<file path="src/hdl/lms_system_identification_top_assert.svh">
// assertion macros for the lms system identification block
`ifndef LMS_SYSTEM_IDENTIFICATION_TOP_ASSERT_SVH
`define LMS_SYSTEM_IDENTIFICATION_TOP_ASSERT_SVH

`ifndef SYNTH
// same-cycle implication, checked on every rising edge outside reset
`define LMSID_ASSERT_IMP(label, ante, cons) \
  label: assert property (@(posedge clk) disable iff (rst) (ante) |-> (cons)) \
    else $error("lmsid assertion failed");
// next-cycle implication
`define LMSID_ASSERT_NXT(label, ante, cons) \
  label: assert property (@(posedge clk) disable iff (rst) (ante) |=> (cons)) \
    else $error("lmsid assertion failed");
`else
`define LMSID_ASSERT_IMP(label, ante, cons)
`define LMSID_ASSERT_NXT(label, ante, cons)
`endif

`endif

</file>
<file path="src/hdl/lmsid_pkg.sv">
`default_nettype none

package lmsid_pkg;

  // filter geometry and fixed-point formats
  localparam int TAPS        = 160;
  localparam int WEIGHT_FRAC = 40;
  localparam int PLANT_FRAC  = 22;

  localparam int X_W        = 16;
  localparam int P_W        = 24;
  localparam int W_W        = 48;
  localparam int IDX_W      = 8;
  localparam int GAIN_W     = 16;
  localparam int SHIFT_W    = 6;
  localparam int CFG_IDX_W  = 1;
  localparam int CFG_DATA_W = 16;
  localparam int ERR_W      = 16;

  // update pipeline depth, part of the rotating ring
  localparam int UPD_LAT  = 5;
  localparam int RING_LEN = TAPS + UPD_LAT;
  localparam int CNT_W    = $clog2(RING_LEN);

  // accumulator and error widths
  localparam int ACC_GROW = $clog2(TAPS);
  localparam int DPROD_W  = X_W + P_W;
  localparam int D_ACC_W  = DPROD_W + ACC_GROW;
  localparam int WHALF_W  = W_W / 2;
  localparam int YPROD_W  = X_W + WHALF_W + 1;
  localparam int YACC_W   = YPROD_W + ACC_GROW;
  localparam int Y_W      = YACC_W + WHALF_W;
  localparam int FE       = (WEIGHT_FRAC > PLANT_FRAC) ? WEIGHT_FRAC : PLANT_FRAC;
  localparam int D_SHIFT  = FE - PLANT_FRAC;
  localparam int Y_SHIFT  = FE - WEIGHT_FRAC;
  localparam int E_W      = ((D_ACC_W + D_SHIFT > Y_W + Y_SHIFT) ?
                             D_ACC_W + D_SHIFT : Y_W + Y_SHIFT) + 1;
  localparam int EW_W     = E_W - Y_SHIFT;
  localparam int Q_W      = E_W - FE;

  // weight update product, error split into chunks
  localparam int CHUNK_W = 25;
  localparam int NCHUNK  = (EW_W + CHUNK_W - 1) / CHUNK_W;
  localparam int EWP_W   = NCHUNK * CHUNK_W;
  localparam int M_W     = X_W + GAIN_W + 1;
  localparam int PP_W    = CHUNK_W + 1 + M_W;
  localparam int PROD_W  = EW_W + M_W;
  localparam int NW_W    = PROD_W + 1;

  typedef logic signed [X_W-1:0]        x_t;
  typedef logic signed [P_W-1:0]        p_t;
  typedef logic signed [W_W-1:0]        w_t;
  typedef logic        [IDX_W-1:0]      idx_t;
  typedef logic        [GAIN_W-1:0]     gain_t;
  typedef logic        [SHIFT_W-1:0]    shift_t;
  typedef logic        [CFG_IDX_W-1:0]  cfg_idx_t;
  typedef logic        [CFG_DATA_W-1:0] cfg_data_t;
  typedef logic signed [ERR_W-1:0]      err_t;
  typedef logic        [CNT_W-1:0]      cnt_t;
  typedef logic signed [DPROD_W-1:0]    dprod_t;
  typedef logic signed [D_ACC_W-1:0]    dacc_t;
  typedef logic signed [YPROD_W-1:0]    yprod_t;
  typedef logic signed [YACC_W-1:0]     yacc_t;
  typedef logic signed [Y_W-1:0]        y_t;
  typedef logic signed [E_W-1:0]        e_t;
  typedef logic signed [EW_W-1:0]       ew_t;
  typedef logic signed [EWP_W-1:0]      ewp_t;
  typedef logic        [Q_W-1:0]        q_t;
  typedef logic signed [M_W-1:0]        m_t;
  typedef logic signed [PP_W-1:0]       pp_t;
  typedef logic signed [PROD_W-1:0]     prod_t;
  typedef logic signed [NW_W-1:0]       nw_t;

  localparam w_t   W_MAX   = {1'b0, {(W_W-1){1'b1}}};
  localparam w_t   W_MIN   = {1'b1, {(W_W-1){1'b0}}};
  localparam err_t ERR_MAX = {1'b0, {(ERR_W-1){1'b1}}};
  localparam err_t ERR_MIN = {1'b1, {(ERR_W-1){1'b0}}};
  localparam q_t   Q_POS_LIM = q_t'(2**(ERR_W-1) - 1);
  localparam q_t   Q_NEG_LIM = q_t'(2**(ERR_W-1));

  localparam gain_t  GAIN_RESET  = gain_t'(22);
  localparam shift_t SHIFT_RESET = shift_t'(41);

  // configuration register indexes
  localparam cfg_idx_t CFG_STEP_GAIN  = cfg_idx_t'(0);
  localparam cfg_idx_t CFG_STEP_SHIFT = cfg_idx_t'(1);

  localparam cnt_t CNT_LAST = cnt_t'(RING_LEN - 1);
  localparam cnt_t CNT_TAPS = cnt_t'(TAPS);

  typedef enum logic [2:0] {
    ST_IDLE,
    ST_PASS1,
    ST_YSUM,
    ST_ESUM,
    ST_ROUND,
    ST_PASS2,
    ST_EMIT
  } state_t;

  // one tap: delay line sample, plant tap, adaptive weight
  typedef struct packed {
    x_t x;
    p_t p;
    w_t w;
  } tap_t;

  typedef struct packed {
    logic rot;
    logic ins;
  } cell_ctrl_t;

  typedef struct packed {
    logic clr;
    logic en;
  } mac_ctrl_t;

endpackage

`default_nettype wire

</file>
<file path="src/hdl/lmsid_mac.sv">
`default_nettype none

module lmsid_mac (
  input  logic                 clk,
  input  logic                 rst,
  input  lmsid_pkg::mac_ctrl_t ctrl,
  input  lmsid_pkg::tap_t      tap,
  output lmsid_pkg::dacc_t     d_acc,
  output lmsid_pkg::yacc_t     ylo_acc,
  output lmsid_pkg::yacc_t     yhi_acc
);

  logic              pv;
  lmsid_pkg::dprod_t dprod;
  lmsid_pkg::yprod_t ylo_prod;
  lmsid_pkg::yprod_t yhi_prod;

  always_ff @(posedge clk) begin
    if (rst) begin
      pv <= 1'b0;
    end else begin
      pv <= ctrl.en;
    end
  end

  // product stage; weight split in two halves
  always_ff @(posedge clk) begin
    dprod    <= tap.x * tap.p;
    ylo_prod <= tap.x * $signed({1'b0, tap.w[lmsid_pkg::WHALF_W-1:0]});
    yhi_prod <= tap.x * $signed(tap.w[lmsid_pkg::W_W-1:lmsid_pkg::WHALF_W]);
  end

  // accumulate stage
  always_ff @(posedge clk) begin
    if (ctrl.clr) begin
      d_acc   <= '0;
      ylo_acc <= '0;
      yhi_acc <= '0;
    end else if (pv) begin
      d_acc   <= d_acc + lmsid_pkg::dacc_t'(dprod);
      ylo_acc <= ylo_acc + lmsid_pkg::yacc_t'(ylo_prod);
      yhi_acc <= yhi_acc + lmsid_pkg::yacc_t'(yhi_prod);
    end
  end

endmodule

`default_nettype wire

</file>
<file path="config.mk">
export PLATFORM = sky130hd
export DESIGN_NAME = lmsid_mac
export DESIGN_NICKNAME = d
export VERILOG_FILES = /design/src/hdl/lms_system_identification_top_assert.svh /design/src/hdl/lmsid_pkg.sv /design/src/hdl/lmsid_mac.sv
export SDC_FILE = /design/constraint.sdc
export NUM_CORES = 2
export LEC_CHECK = 0
export ABC_AREA = 1
export ABC_CLOCK_PERIOD_IN_PS = 6350
export BUFFER_PORTS_ARGS = -buffer_cell sky130_fd_sc_hd__buf_2
export CORE_MARGIN = 1
export CORE_UTILIZATION = 23
export CTS_BUF_LIST = sky130_fd_sc_hd__clkbuf_16
export CTS_CLUSTER_SIZE = 8
export DETAILED_ROUTE_END_ITERATION = 10
export PLACE_DENSITY = 0.41
export SYNTH_ARGS = -nofsm -noshare
export SYNTH_HDL_FRONTEND = slang
export SYNTH_SLANG_ARGS = --single-unit
</file>
<file path="constraint.sdc">
create_clock -name clk -period 6.35 [get_ports clk]
set_input_delay 0.9525 -clock clk [delete_from_list [all_inputs] [get_ports clk]]
set_output_delay 0.9525 -clock clk [all_outputs]
set_load 0.01 [all_outputs]
</file>
==> impl_metrics.tcl <==
set metrics [dict create \
    start_util_pct 23.2 \
    grt-ovfl-total 0 \
    area_growth_pct 17.5 \
    cp_top_family "adder cells" \
    status "completed" \
    cts_sinks 268 \
    cts.clk_slew.worst_paths_ns 0.05 \
    synth.avg_cell_area_sq_um 6.94 \
    synth_cell_types 50 \
    drive_gt1_share_pct 10.4 \
    max-slew-margin-rel_pct 38.6 \
    seq_area_sq_um 5370 \
    synthesis.area_sq_um 63000 \
    synth.top_cell.area_share_pct 33.6 \
    rr_worst_depth 15 \
    cts_buffer_depth 3 \
    fp-row-count 191 \
    required_ns 6.91 \
    period_needed_ns 6.14 \
    ctsResizeCount 0 \
    max_freq_mhz 163 \
    boundaryPins 238 \
    ys_ff_latch 268 \
    whs_path_depth 2 \
    yosysTopAreaCell "fa_1" \
    core_sq_um 271000 \
    start_kind "primary input" \
    fin_ws_ns 0.207 \
    ys_async_sr_fraction_pct 0 \
    arrival_ns 6.70 \
    crit_chain "buf_4 > buf_4 > nand2_1 > inv_1 > fa_1 > inv_1 > fa_1 > fa_1 > fa_1 > fa_1 > fa_1 > inv_1 > ha_1 > buf_4 > nand2_1 > nor2_1 > inv_1 > nor4_1 > nand3_1 > nand3_1 > xor2_1" \
    port-buffer-count 237 \
    hold_path_class "in2reg" \
    dpl.hpwl_mm 200 \
    insertion_delay_ns 0.63 \
    syn-num-nets 10700 \
    setup_viol 0 \
    cts_setup_buffers 0 \
    antenna_left 0 \
    first_iter_violations 3132 \
    multiInputGateArea_sq_um 47000 \
    synth.area.top_cells "fa_1 34%, inv_1 15%, nand2_1 14%, ha_1 9.5%, dfxtp_1 8.5%" \
    finalHoldViolations 0 \
    fp.dieH_microns 525 \
    ys_top_cells_by_count "2513 x inv_1, 2347 x nand2_1, 1057 x fa_1" \
    synth_edf_count 0 \
    crit_cells 21 \
    synth_seq_area_share_pct 8.52 \
    crit_path_frequent_cell "fa_1" \
    wl_mm 228 \
    dpl_worst_slack_ns -0.441 \
    cts_buffers 44 \
    grt_first_pass_wirelength_mm 353 \
    h-tree-depth 2 \
    fillerInstances 30400 \
    crit_buf_inv 7 \
    routed_via_density 4.22 \
    cts_root_buffer "clkbuf_16" \
    max-cap-violations 0 \
    rsz0062_at_grt "no" \
    dr.pass1.iters 6 \
    clock_skew_ns 0.0202 \
    synth_ff_type "dfxtp_1" \
    cts_hold_buffers 0 \
    yosysWarnings 0 \
    grt_max_degree 80 \
    grt_pass1_vias 58600 \
    cp_max_fo 6 \
    fin_crit_sh_pct 96.7 \
    drc 0 \
    max_slew.worst_pin.slew_ns 0.920 \
    wl_per_cell_microns 17.2 \
    critical_path.slowest_cell "fa_1" \
    yosysMostFrequentCell "inv_1" \
    die-area_sq_um 276000 \
    end_kind "flop" \
    vias 55900 \
    slew_viol_final 0 \
    grt_antenna_before_repair 52 \
    syn_inst 9078 \
    gp_congestion 0.930 \
    die_w_microns 525 \
    nets 11300 \
    cts_tree "yes" \
    slowest_delay_ns 0.62 \
    path_class "in2reg" \
    grt_usage_pct 16.6 \
]
==> cell usage in the layout, fill, tap and decap left out, types with 4 or more instances in the layout <==
master / n
inv_1: 2518
nand2_1: 2347
fa_1: 1055
nor2_1: 737
buf_4: 523
ha_1: 477
a21oi_1: 287
nand3_1: 278
dfxtp_1: 267
buf_2: 221
o21ai_0: 190
xor2_1: 141
nand4_1: 84
buf_12: 64
o21bai_1: 46
clkbuf_16: 45
a21o_1: 43
nor3_1: 43
nand2_2: 34
xnor2_1: 32
nor2_2: 30
o21ai_1: 30
a31oi_1: 26
or2_2: 21
diode_2: 20
o21ai_2: 9
inv_2: 9
and2_1: 8
nor3_2: 7
nor2_4: 6
a211oi_1: 5
a31o_1: 5
clkinv_2: 4
nand3b_1: 4
a21oi_2: 4
a21boi_0: 4
and3_1: 4
nand2b_1: 4
clkinv_1: 4
==> metal layers <==
metal / GRT usage, % / routed length, microns
met1: 22.4 / 106000
met2: 28.3 / 108000
met3: 1.44 / 8410
met4: 3.80 / 5330
met5: 0 / 132
==> state kept, by name (all words and copies together) (netlist names) <==
name      count
yhi_acc      49
ylo_acc      49
dprod        40
pv            1
yhi_prod     40
d_acc        48
ylo_prod     41
==> stage by stage <==
stage,TNS [ns],area [sq um],instances,utilization (%),hold slack (ns)
floorplan,0,63000,9078,-,0.502
global placement,-7.12,72600,13200,26.7,0.471
detailed placement,-8.11,72600,13200,26.7,0.483
CTS,0,73900,13200,27.2,0.406
global route,0,74000,13200,27.2,0.438
finish,0,74000,13200,27.3,0.460
==> area by class of cell <==
| cell class | count | area share, % |
|---|---|---|
| Multi-Input combinational cell | 5987 | 63.5 |
| Clock buffer | 45 | 1.52 |
| Antenna cell | 20 | 0.0676 |
| Tap cell | 3570 | 6.04 |
| Clock inverter | 19 | 0.272 |
| Timing Repair Buffer | 809 | 8.55 |
| Inverter | 2523 | 12.8 |
| Sequential cell | 268 | 7.26 |
==> cell families after synthesis <==
family	synth area share (%)
XOR/XNOR	2.41
adder cells (fa/ha/maj)	43.1
AO/OA/AOI/OAI	5.90
flip-flops	8.52
buffers and inverters	16.9
AND/OR/NAND/NOR	23.2
==> path summary, 6_finish.rpt <==
kind | start | end | slack (ns)
setup / recovery | tap[73] | dprod[37]$_DFF_P_ | 0.21
hold / removal | rst | pv$_SDFF_PP0_ | 0.46
setup reg to reg | ylo_acc[0]$_SDFFE_PP0P_ | ylo_acc[42]$_SDFFE_PP0P_ | 3.52
hold reg to reg | d_acc[0]$_SDFFE_PP0P_ | d_acc[0]$_SDFFE_PP0P_ | 0.49
Power is not shown: default switching activity piles up to over one toggle a cycle in this logic, so the estimate is an artifact.
