$ cat config.mk
export PLATFORM = sky130hd
export DESIGN_NAME = lmsid_cell
export DESIGN_NICKNAME = d
export VERILOG_FILES = /design/src/hdl/lms_system_identification_top_assert.svh /design/src/hdl/lmsid_pkg.sv /design/src/hdl/lmsid_cell.sv
export SDC_FILE = /design/constraint.sdc
export NUM_CORES = 1
export LEC_CHECK = 0
export BUFFER_PORTS_ARGS = -buffer_cell sky130_fd_sc_hd__buf_4
export CORE_ASPECT_RATIO = 1.4
export CORE_MARGIN = 1.5
export CORE_UTILIZATION = 40
export DETAILED_ROUTE_END_ITERATION = 8
export PLACE_DENSITY = 0.78
export SLEW_MARGIN = 10
export SYNTH_ARGS = -nofsm -noshare
export SYNTH_HDL_FRONTEND = slang
export SYNTH_SLANG_ARGS = --single-unit
$ cat constraint.sdc
create_clock -name clk -period 1.6 [get_ports clk]
set_input_delay 0.08 -clock clk [delete_from_list [all_inputs] [get_ports clk]]
set_output_delay 0.08 -clock clk [all_outputs]
set_load 0.01 [all_outputs]
$ cat src/hdl/lms_system_identification_top_assert.svh
// assertion macros for the lms system identification block
`ifndef LMS_SYSTEM_IDENTIFICATION_TOP_ASSERT_SVH
`define LMS_SYSTEM_IDENTIFICATION_TOP_ASSERT_SVH

`ifndef SYNTH
// same-cycle implication, checked on every rising edge outside reset
`define LMSID_ASSERT_IMP(label, ante, cons) \
  label: assert property (@(posedge clk) disable iff (rst) (ante) |-> (cons)) \
    else $error("lmsid assertion failed");
// next-cycle implication
`define LMSID_ASSERT_NXT(label, ante, cons) \
  label: assert property (@(posedge clk) disable iff (rst) (ante) |=> (cons)) \
    else $error("lmsid assertion failed");
`else
`define LMSID_ASSERT_IMP(label, ante, cons)
`define LMSID_ASSERT_NXT(label, ante, cons)
`endif

`endif

$ cat src/hdl/lmsid_pkg.sv
`default_nettype none

package lmsid_pkg;

  // filter geometry and fixed-point formats
  localparam int TAPS        = 160;
  localparam int WEIGHT_FRAC = 40;
  localparam int PLANT_FRAC  = 22;

  localparam int X_W        = 16;
  localparam int P_W        = 24;
  localparam int W_W        = 48;
  localparam int IDX_W      = 8;
  localparam int GAIN_W     = 16;
  localparam int SHIFT_W    = 6;
  localparam int CFG_IDX_W  = 1;
  localparam int CFG_DATA_W = 16;
  localparam int ERR_W      = 16;

  // update pipeline depth, part of the rotating ring
  localparam int UPD_LAT  = 5;
  localparam int RING_LEN = TAPS + UPD_LAT;
  localparam int CNT_W    = $clog2(RING_LEN);

  // accumulator and error widths
  localparam int ACC_GROW = $clog2(TAPS);
  localparam int DPROD_W  = X_W + P_W;
  localparam int D_ACC_W  = DPROD_W + ACC_GROW;
  localparam int WHALF_W  = W_W / 2;
  localparam int YPROD_W  = X_W + WHALF_W + 1;
  localparam int YACC_W   = YPROD_W + ACC_GROW;
  localparam int Y_W      = YACC_W + WHALF_W;
  localparam int FE       = (WEIGHT_FRAC > PLANT_FRAC) ? WEIGHT_FRAC : PLANT_FRAC;
  localparam int D_SHIFT  = FE - PLANT_FRAC;
  localparam int Y_SHIFT  = FE - WEIGHT_FRAC;
  localparam int E_W      = ((D_ACC_W + D_SHIFT > Y_W + Y_SHIFT) ?
                             D_ACC_W + D_SHIFT : Y_W + Y_SHIFT) + 1;
  localparam int EW_W     = E_W - Y_SHIFT;
  localparam int Q_W      = E_W - FE;

  // weight update product, error split into chunks
  localparam int CHUNK_W = 25;
  localparam int NCHUNK  = (EW_W + CHUNK_W - 1) / CHUNK_W;
  localparam int EWP_W   = NCHUNK * CHUNK_W;
  localparam int M_W     = X_W + GAIN_W + 1;
  localparam int PP_W    = CHUNK_W + 1 + M_W;
  localparam int PROD_W  = EW_W + M_W;
  localparam int NW_W    = PROD_W + 1;

  typedef logic signed [X_W-1:0]        x_t;
  typedef logic signed [P_W-1:0]        p_t;
  typedef logic signed [W_W-1:0]        w_t;
  typedef logic        [IDX_W-1:0]      idx_t;
  typedef logic        [GAIN_W-1:0]     gain_t;
  typedef logic        [SHIFT_W-1:0]    shift_t;
  typedef logic        [CFG_IDX_W-1:0]  cfg_idx_t;
  typedef logic        [CFG_DATA_W-1:0] cfg_data_t;
  typedef logic signed [ERR_W-1:0]      err_t;
  typedef logic        [CNT_W-1:0]      cnt_t;
  typedef logic signed [DPROD_W-1:0]    dprod_t;
  typedef logic signed [D_ACC_W-1:0]    dacc_t;
  typedef logic signed [YPROD_W-1:0]    yprod_t;
  typedef logic signed [YACC_W-1:0]     yacc_t;
  typedef logic signed [Y_W-1:0]        y_t;
  typedef logic signed [E_W-1:0]        e_t;
  typedef logic signed [EW_W-1:0]       ew_t;
  typedef logic signed [EWP_W-1:0]      ewp_t;
  typedef logic        [Q_W-1:0]        q_t;
  typedef logic signed [M_W-1:0]        m_t;
  typedef logic signed [PP_W-1:0]       pp_t;
  typedef logic signed [PROD_W-1:0]     prod_t;
  typedef logic signed [NW_W-1:0]       nw_t;

  localparam w_t   W_MAX   = {1'b0, {(W_W-1){1'b1}}};
  localparam w_t   W_MIN   = {1'b1, {(W_W-1){1'b0}}};
  localparam err_t ERR_MAX = {1'b0, {(ERR_W-1){1'b1}}};
  localparam err_t ERR_MIN = {1'b1, {(ERR_W-1){1'b0}}};
  localparam q_t   Q_POS_LIM = q_t'(2**(ERR_W-1) - 1);
  localparam q_t   Q_NEG_LIM = q_t'(2**(ERR_W-1));

  localparam gain_t  GAIN_RESET  = gain_t'(22);
  localparam shift_t SHIFT_RESET = shift_t'(41);

  // configuration register indexes
  localparam cfg_idx_t CFG_STEP_GAIN  = cfg_idx_t'(0);
  localparam cfg_idx_t CFG_STEP_SHIFT = cfg_idx_t'(1);

  localparam cnt_t CNT_LAST = cnt_t'(RING_LEN - 1);
  localparam cnt_t CNT_TAPS = cnt_t'(TAPS);

  typedef enum logic [2:0] {
    ST_IDLE,
    ST_PASS1,
    ST_YSUM,
    ST_ESUM,
    ST_ROUND,
    ST_PASS2,
    ST_EMIT
  } state_t;

  // one tap: delay line sample, plant tap, adaptive weight
  typedef struct packed {
    x_t x;
    p_t p;
    w_t w;
  } tap_t;

  typedef struct packed {
    logic rot;
    logic ins;
  } cell_ctrl_t;

  typedef struct packed {
    logic clr;
    logic en;
  } mac_ctrl_t;

endpackage

`default_nettype wire

$ cat src/hdl/lmsid_cell.sv
`default_nettype none

module lmsid_cell (
  input  logic                  clk,
  input  logic                  rst,
  input  lmsid_pkg::cell_ctrl_t ctrl,
  input  logic                  p_we,
  input  lmsid_pkg::p_t         p_new,
  input  lmsid_pkg::x_t         x_left,
  input  lmsid_pkg::tap_t       right,
  output lmsid_pkg::tap_t       tap
);

  lmsid_pkg::x_t x;
  lmsid_pkg::p_t p;
  lmsid_pkg::w_t w;

  // rotate toward cell 0, or shift the sample line one place up
  always_ff @(posedge clk) begin
    if (rst) begin
      x <= '0;
      w <= '0;
    end else if (ctrl.rot) begin
      x <= right.x;
      w <= right.w;
    end else if (ctrl.ins) begin
      x <= x_left;
    end
  end

  // plant tap, undefined until loaded
  always_ff @(posedge clk) begin
    if (ctrl.rot) begin
      p <= right.p;
    end else if (p_we) begin
      p <= p_new;
    end
  end

  assign tap = '{x: x, p: p, w: w};

endmodule

`default_nettype wire

==> run summary, run 1 <==
For this run, the register share of the synthesized area comes to 0.5768. The mean post-synth cell area is ~12 um2. The vertical die dimension came out at 113.2 um. The largest net degree at the start of global routing came out at 65.

The detailed placement HPWL came out at 7.089 mm. The run finished with clean final reports. The largest single stage delay on the critical path is around 0.4 ns. Along the worst path, the maximum fanout reaches 1.

The total detailed-routing wirelength is around 10 mm. The nature of the critical path endpoint is a primary output. The tightest min-delay check is of the in2reg type. The final routed wire length divided by cell count came out at roughly 16 um. In this design, the largest share of critical-path delay is due to flip-flops. The via count of the first global-routing pass came out at between 3000 and 4000. The leakage component of the power came out at between 2 and 3 nW. The detailed router finished its first iteration with 95 violations. The placeable core region came out at 8508 um2. The number of pins with negative max-slew slack in the final report came out at 0. The required time at the worst-slack endpoint is between 1.5 and 2 ns. Clock latency on the worst-skew pair, taken at its later pin, is between 0.3 and 0.4 ns.

The synthesized netlist cell count came out at between 200 and 300. The clock transition at the registers of the reported paths is 0.06 ns. The count of nets left with antenna violations after detail routing came out at 0. The width of the die is ~82 um. The count of buffers added on input and output ports is 220.

The remaining design rule violation count is 0. Synthesis produced a netlist with a net count of ~410. The worst setup skew after layout came out at 0 ns.

For this run, the number of Yosys warnings is 0. The global-route congestion overflow total is 0. For the pin with the worst max-slew slack, the measured transition is approximately 0.64 ns. Setup repair after global routing left no endpoint under its margin. The sort of element at the start of the critical path is a flop.

The layout has approximately 630 filler cells. The number of failing setup endpoints in the final timing report came out at 0. The area of the multi-input gates came out at between 1000 and 1500 um2. The finished layout holds ~650 standard cells, fillers aside.

Once layout is done, the placed cells without fillers occupy slightly below 6000 um2. The post-layout net count came out at 670. The first-pass GRT wire length came out at ~15 mm. The final weighted congestion in routability-driven placement came out at between 0.8 and 0.9. The standard-cell row count came out at 40. The total power density per cell area is 943.1 nW/um2.

The I/O pin count came out at ~220. The clock period minus worst slack is slightly below 1 ns. The maximum clock insertion buffer count is 2. The fraction of layout instances using a drive strength above 1 came out at 0.4880. The synthesized design spends more area on one cell type than any other, namely sky130_fd_sc_hd__dfxtp_1. TritonCTS built the clock tree. The fraction of post-synthesis cell area in the top cell type by area came out at 0.3691. The placed standard-cell area came out at roughly 5200 um2. The utilization after layout is 0.6924. The number of optimization iterations in the first detailed-route pass came out at 4. The count of vias placed by the detailed router came out at 3087. The worst setup path is of the reg2out kind. The setup total negative slack came out at 0 ns. Once placement completed, the tool counted placed cells totaling 588.

The register area is ~2000 um2. The number of hold-slack violations in the final timing report is 0. The worst max-slew margin expressed relative to the limit came out at 0.5724. The signal on the critical path passes through buf_4. The data arrival time at the worst-slack endpoint is between 0.8 and 0.9 ns. In the finished design, the share of the clock period the worst path needs comes to 0.6064. The number of antenna violations at the first check in global routing came out at 0. The total routing resource utilization after global routing came out at 0.2189.

The buffer type at the clock tree root is sky130_fd_sc_hd__clkbuf_16. TritonCTS created 9 clock buffers. The count of instances resized after the clock tree is built is 0. Counting both buffers and inverters, the worst setup path holds a total of 1. Derived from the worst setup path, the maximum achievable clock frequency is 1031 MHz. The sink count of the clock tree is 88. The die area came out at slightly above 9000 um2. The antenna diode count is 0. The via count normalized by instance count is approximately 4.8. The highest ir drop seen on vdd is slightly above 600 uV. The total of flip-flops plus latches after synthesis is 88.

The cell at the slowest stage of the critical path is sky130_fd_sc_hd__edfxtp_1. The H-tree was split into 3 levels. The layout overhead on the synthesized area came out at 69.72%.

The initial core utilization is 0.4079. The post-synthesis instance area came out at 3471 um2. By area the synthesized netlist is led by sky130_fd_sc_hd__dfxtp_1, sky130_fd_sc_hd__edfxtp_1, sky130_fd_sc_hd__mux2i_1, sky130_fd_sc_hd__mux2_2, sky130_fd_sc_hd__nor2_1. The number of distinct library cells after synthesis is 15. Max-cap violations in this run came to 0.
flip-flops by register name (all words and copies together), names as in the netlist:
signal	cells
w	48
p	24
x	16
placed cells by master (no fill, tap or decap), drive strengths merged:
master / instances
a211oi: 16
mux2: 24
clkbuf: 10
nor2b: 16
nor2: 48
dfxtp: 64
edfxtp: 24
dlygate4sd3: 43
inv: 1
clkinv: 4
bufinv: 1
mux2i: 64
or2: 1
buf: 225
layer usage:
metal | track usage | routed length [um] | vias to the layer above
met5 | 0 | 0 | -
met4 | 0.1266 | 387 | 0
met3 | 0.06532 | 1039 | 28
met2 | 0.3874 | 5172 | 161
met1 | 0.2194 | 3466 | 1410
li1 | - | - | 1488
Yosys cell counts:
| master | number |
|---|---|
| sky130_fd_sc_hd__mux2i_1 | 64 |
| sky130_fd_sc_hd__edfxtp_1 | 24 |
| sky130_fd_sc_hd__mux2_2 | 24 |
| sky130_fd_sc_hd__buf_12 | 1 |
| sky130_fd_sc_hd__nor2_1 | 48 |
| sky130_fd_sc_hd__a211oi_1 | 16 |
| sky130_fd_sc_hd__buf_4 | 6 |
| sky130_fd_sc_hd__buf_6 | 4 |
| sky130_fd_sc_hd__dfxtp_1 | 64 |
| sky130_fd_sc_hd__nor2b_1 | 16 |
| sky130_fd_sc_hd__inv_2 | 1 |
| sky130_fd_sc_hd__buf_2 | 3 |
| sky130_fd_sc_hd__buf_1 | 5 |
| sky130_fd_sc_hd__clkbuf_1 | 1 |
| sky130_fd_sc_hd__or2_1 | 1 |
power by group:
part           internal (W)  total [W]  switching (W)
combinational      0.000637    0.00103       0.000397
sequential          0.00247    0.00255      0.0000766
clock               0.00119    0.00197       0.000786
total               0.00430    0.00556        0.00126
layout make-up:
| type | count | area share |
|---|---|---|
| repair buffers | 268 | 0.3662 |
| clock inverters | 5 | 0.008496 |
| well taps | 105 | 0.02230 |
| multi-input cells | 169 | 0.2237 |
| flip-flops and latches | 88 | 0.3398 |
| clock buffers | 10 | 0.03887 |
| inverters | 1 | 0.0006372 |
cell families after synthesis:
logic type / after synthesis / share of synthesized area
muxes: 88 / 0.2624
DFF: 88 / 0.5768
and+or+nand+nor: 65 / 0.08255
buffers and inverters: 21 / 0.04361
AOI/OAI and AO/OA: 16 / 0.03461
timing repair:
action / 4_1_cts / 5_1_grt
buffers inserted: 0 / 0
hold endpoints to repair: 43 / 0
hold buffers: 43 / 0
metrics by stage:
step | hold slack (ns) | power (W) | worst slack (ns)
finish | 0.004546 | 0.005555 | 0.6298
global route | 0.009086 | 0.005792 | 0.6042
CTS | 0.002781 | 0.005608 | 0.5918
detailed placement | 0.3209 | 0.003542 | 0.4954
global placement | 0.3127 | 0.003516 | 0.5340
floorplan | 0.2272 | 0.002982 | 0.1798
worst reg2reg max path: cells and delay by family, from the launching register on:
family	cells	cell delay [ns]
flops	1	0.36
compound gates	1	0.24
mux	1	0.08
final timing paths:
| path | cells after the start | start | slack, ns | to |
|---|---|---|---|---|
| setup reg to reg | 2 | x[12] | 0.84 | x[12] |
| hold / removal | 3 | right[41] | 0.005 | w[41] |
| hold reg to reg | 2 | w[37] | 0.50 | w[37] |
| setup / recovery | 1 | p[4] | 0.63 | tap[52] |
Power figures use the tool's default switching activity.
==> run 2, diff against run 1 <==
clock period = 0.9 ns   (was 1.6 ns; I/O delays follow)
==> run 2 against run 1 <==
  * The run now ends with setup timing left
  * Sequential share of layout area fell by 1.1 points
  * Worst hold slack improved by 0.012 ns
  * First-iteration DRC count rose by 14%
  * Critical path depth did not move
  * Critical endpoint is now tap[66]
  * Largest cell class unchanged
==> run summary, run 2 (synthesis results as in run 1) <==
The flow ran to the end, but the final reports show violations. The final reports fail on setup timing. The final worst-path setup slack came out at -0.02702 ns. The leakage component of the power is about 2.9 nW.

In the layout the commonest cells are sky130_fd_sc_hd__buf_4, sky130_fd_sc_hd__mux2i_1, sky130_fd_sc_hd__dfxtp_1, sky130_fd_sc_hd__nor2_1, sky130_fd_sc_hd__dlygate4sd3_1. CTS saw 88 sinks. The I/O pin count is between 200 and 250. On the worst path, the slowest cell contributes a delay of just over 0.4 ns.

The register with the most flip-flops in the layout has 48 of them. The clock period minus worst slack came out at just over 0.9 ns. The via count normalized by instance count is about 4.8. The placeable core region came out at 8508 um2.

The number of hold-slack violations in the final timing report came out at 0. TritonCTS built the clock tree. Setup repair after global routing could not meet its margin everywhere.

In the final timing run, aggregate negative setup slack is -0.08065 ns. The post-route cell area came out at between 6000 and 7000 um2. The combinational share of power came out at 0.193.

For this configuration, the core starts out at a cell density of 0.4079. The library cell used most frequently in the layout, excluding fill and tap cells, is sky130_fd_sc_hd__buf_4. The number of design-rule violations left by the first detailed-router iteration came out at about 110.

After detailed routing, the number of remaining DRC violations is 0. The CTS H-tree depth came out at 3. Across every metal layer, demand over resource in global routing totals 0.2188. The die area came out at between 9000 and 10000 um2.

The data arrival time at the worst-slack endpoint came out at around 0.9 ns. On the final layout, the worst clock skew is 0 ns. The detailed placement HPWL came out at ~7.5 mm. Summed over all layers, the routed wires come to ~10 mm. STA classifies the critical path startpoint as a flop. The type of the most critical hold path is in2reg. Counting along the longest clock path gives a buffer depth of 2. Traced cell by cell, the critical path runs through buf_6. The register with the most flip-flops in the final layout is w. The count of vias placed by the detailed router is roughly 3100.

For the pin with the worst max-slew slack, the measured transition is ~0.31 ns. The required time at the worst-slack endpoint came out at between 0.8 and 0.9 ns. The maximum achievable frequency came out at 1079 MHz. The switching share of power came out at 0.2344.

The total net switching power came out at 0.002378 W. The clock latency of the later-clocked register in the worst-skew pair came out at ~0.33 ns. The highest ir drop seen on vdd is about 1200 uV. The number of antenna violations at the first check in global routing came out at 0. The global-route congestion overflow total is 0. Grouping stages by cell kind, the critical path spends the most delay in flip-flops. The first-pass GRT wire length came out at roughly 15 mm.

Dividing the final minimum period by the clock period gives 1.030. The count of nets left with antenna violations once routing finished came out at 0. Setup violations remaining at the end of the flow were counted as 5. The number of pins with negative max-slew slack in the final report came out at 0.

The width of the die is just over 80 um. STA classifies the critical path endpoint as a primary output. The standard-cell row count is 40. The post-layout net count is roughly 680. Once the clock tree was built, the setup fixing pass inserted 0 buffers.

Clock-pin slew was measured on the worst setup and hold paths at around 0.06 ns. The largest net degree at the start of global routing came out at 30. The number of optimization iterations in the first detailed-route pass came out at 4. On the critical path, the stage with the largest delay is an instance of sky130_fd_sc_hd__edfxtp_1. The internal cell power is approximately 0.008 W.

The via count of the first global-routing pass is approximately 3300. The final weighted congestion in routability-driven placement is 0.7843. In the final routed layout, each cell accounts on average for 15.81 um. The repair_antennas step left the layout with diodes totalling 0. The total power density per cell area is between 1500 and 2000 nW/um2. The total CTS buffers came out at 9. Of the cells placed in the final design, the portion with a size suffix greater than 1 is 0.4955. The number of maximum-capacitance violations came out at 0. Along the worst path, the maximum fanout reaches 1.

The largest registers in the layout are w (48), p (24), x (16). The quantity of I/O buffers inserted on ports is between 200 and 250. From synthesis to final layout, the design area changed by 75.63%. The root buffer cell chosen for the clock tree is sky130_fd_sc_hd__clkbuf_16. The sequential group share of total power came out at 0.449. The relative contribution of the clock network to total power is 0.359.

The placed standard-cell area is 5229 um2. The kind of critical path is reg2out. The utilization after layout is 0.7165. The vertical die dimension came out at about 110 um. The count of buffer and inverter cells on the critical path is 1.

The worst max-slew margin expressed relative to the limit is 0.7916.
## run 2: cell type report
| cell class | count | area (um2) |
|---|---|---|
| tap | 105 | 131.4 |
| sequential | 88 | 2004 |
| inverter | 1 | 3.754 |
| clock inverter | 7 | 72.57 |
| multi-input combinational | 169 | 1320 |
| fill | 623 | 2412 |
| clock buffer | 9 | 225.2 |
| timing repair buffer | 279 | 2338 |
## run 2: what timing repair did
| action | 4_1_cts | 5_1_grt |
|---|---|---|
| setup endpoints to repair | 11 | 26 |
| hold buffers | 48 | 0 |
| resized for setup | 6 | 19 |
| endpoints found under the hold margin | 48 | 0 |
## run 2: power groups by stage
stage	Clock, W	Combinational, W	Sequential (W)
5_1_grt	0.00388	0.00210	0.00459
4_1_cts	0.00374	0.00191	0.00453
6_report	0.00364	0.00196	0.00456
2_1_floorplan	0	0.000560	0.00475
3_5_place_dp	0	0.00172	0.00461
3_3_place_gp	0	0.00168	0.00461
## run 2: final timing paths
path / from / end / slack, ns / cells past startpoint
worst max-delay path: p[18] / tap[66] / -0.03 / 1
worst min-delay path: p_new[22] / p[22] / 0.02 / 2
worst max register to register: x[8] / x[8] / 0.15 / 2
worst min register to register: w[38] / w[38] / 0.49 / 2
## run 2: through the flow
| step | cells | hold slack [ns] | total power (W) | setup slack, ns |
|---|---|---|---|---|
| CTS | 658 | 0.004141 | 0.01018 | -0.04856 |
| global placement | 594 | 0.2769 | 0.006288 | -0.07397 |
| global route | 658 | 0.002586 | 0.01056 | -0.06664 |
| finish | 658 | 0.01650 | 0.01015 | -0.02702 |
| detailed placement | 594 | 0.2887 | 0.006328 | -0.1051 |
| floorplan | 278 | 0.1922 | 0.005306 | -0.1181 |
## run 2: routing by layer
metal	routed length, um	global-route usage
met1	3505	0.2130
met2	5539	0.4033
met3	1104	0.08387
met4	257	0.08136
met5	0	0
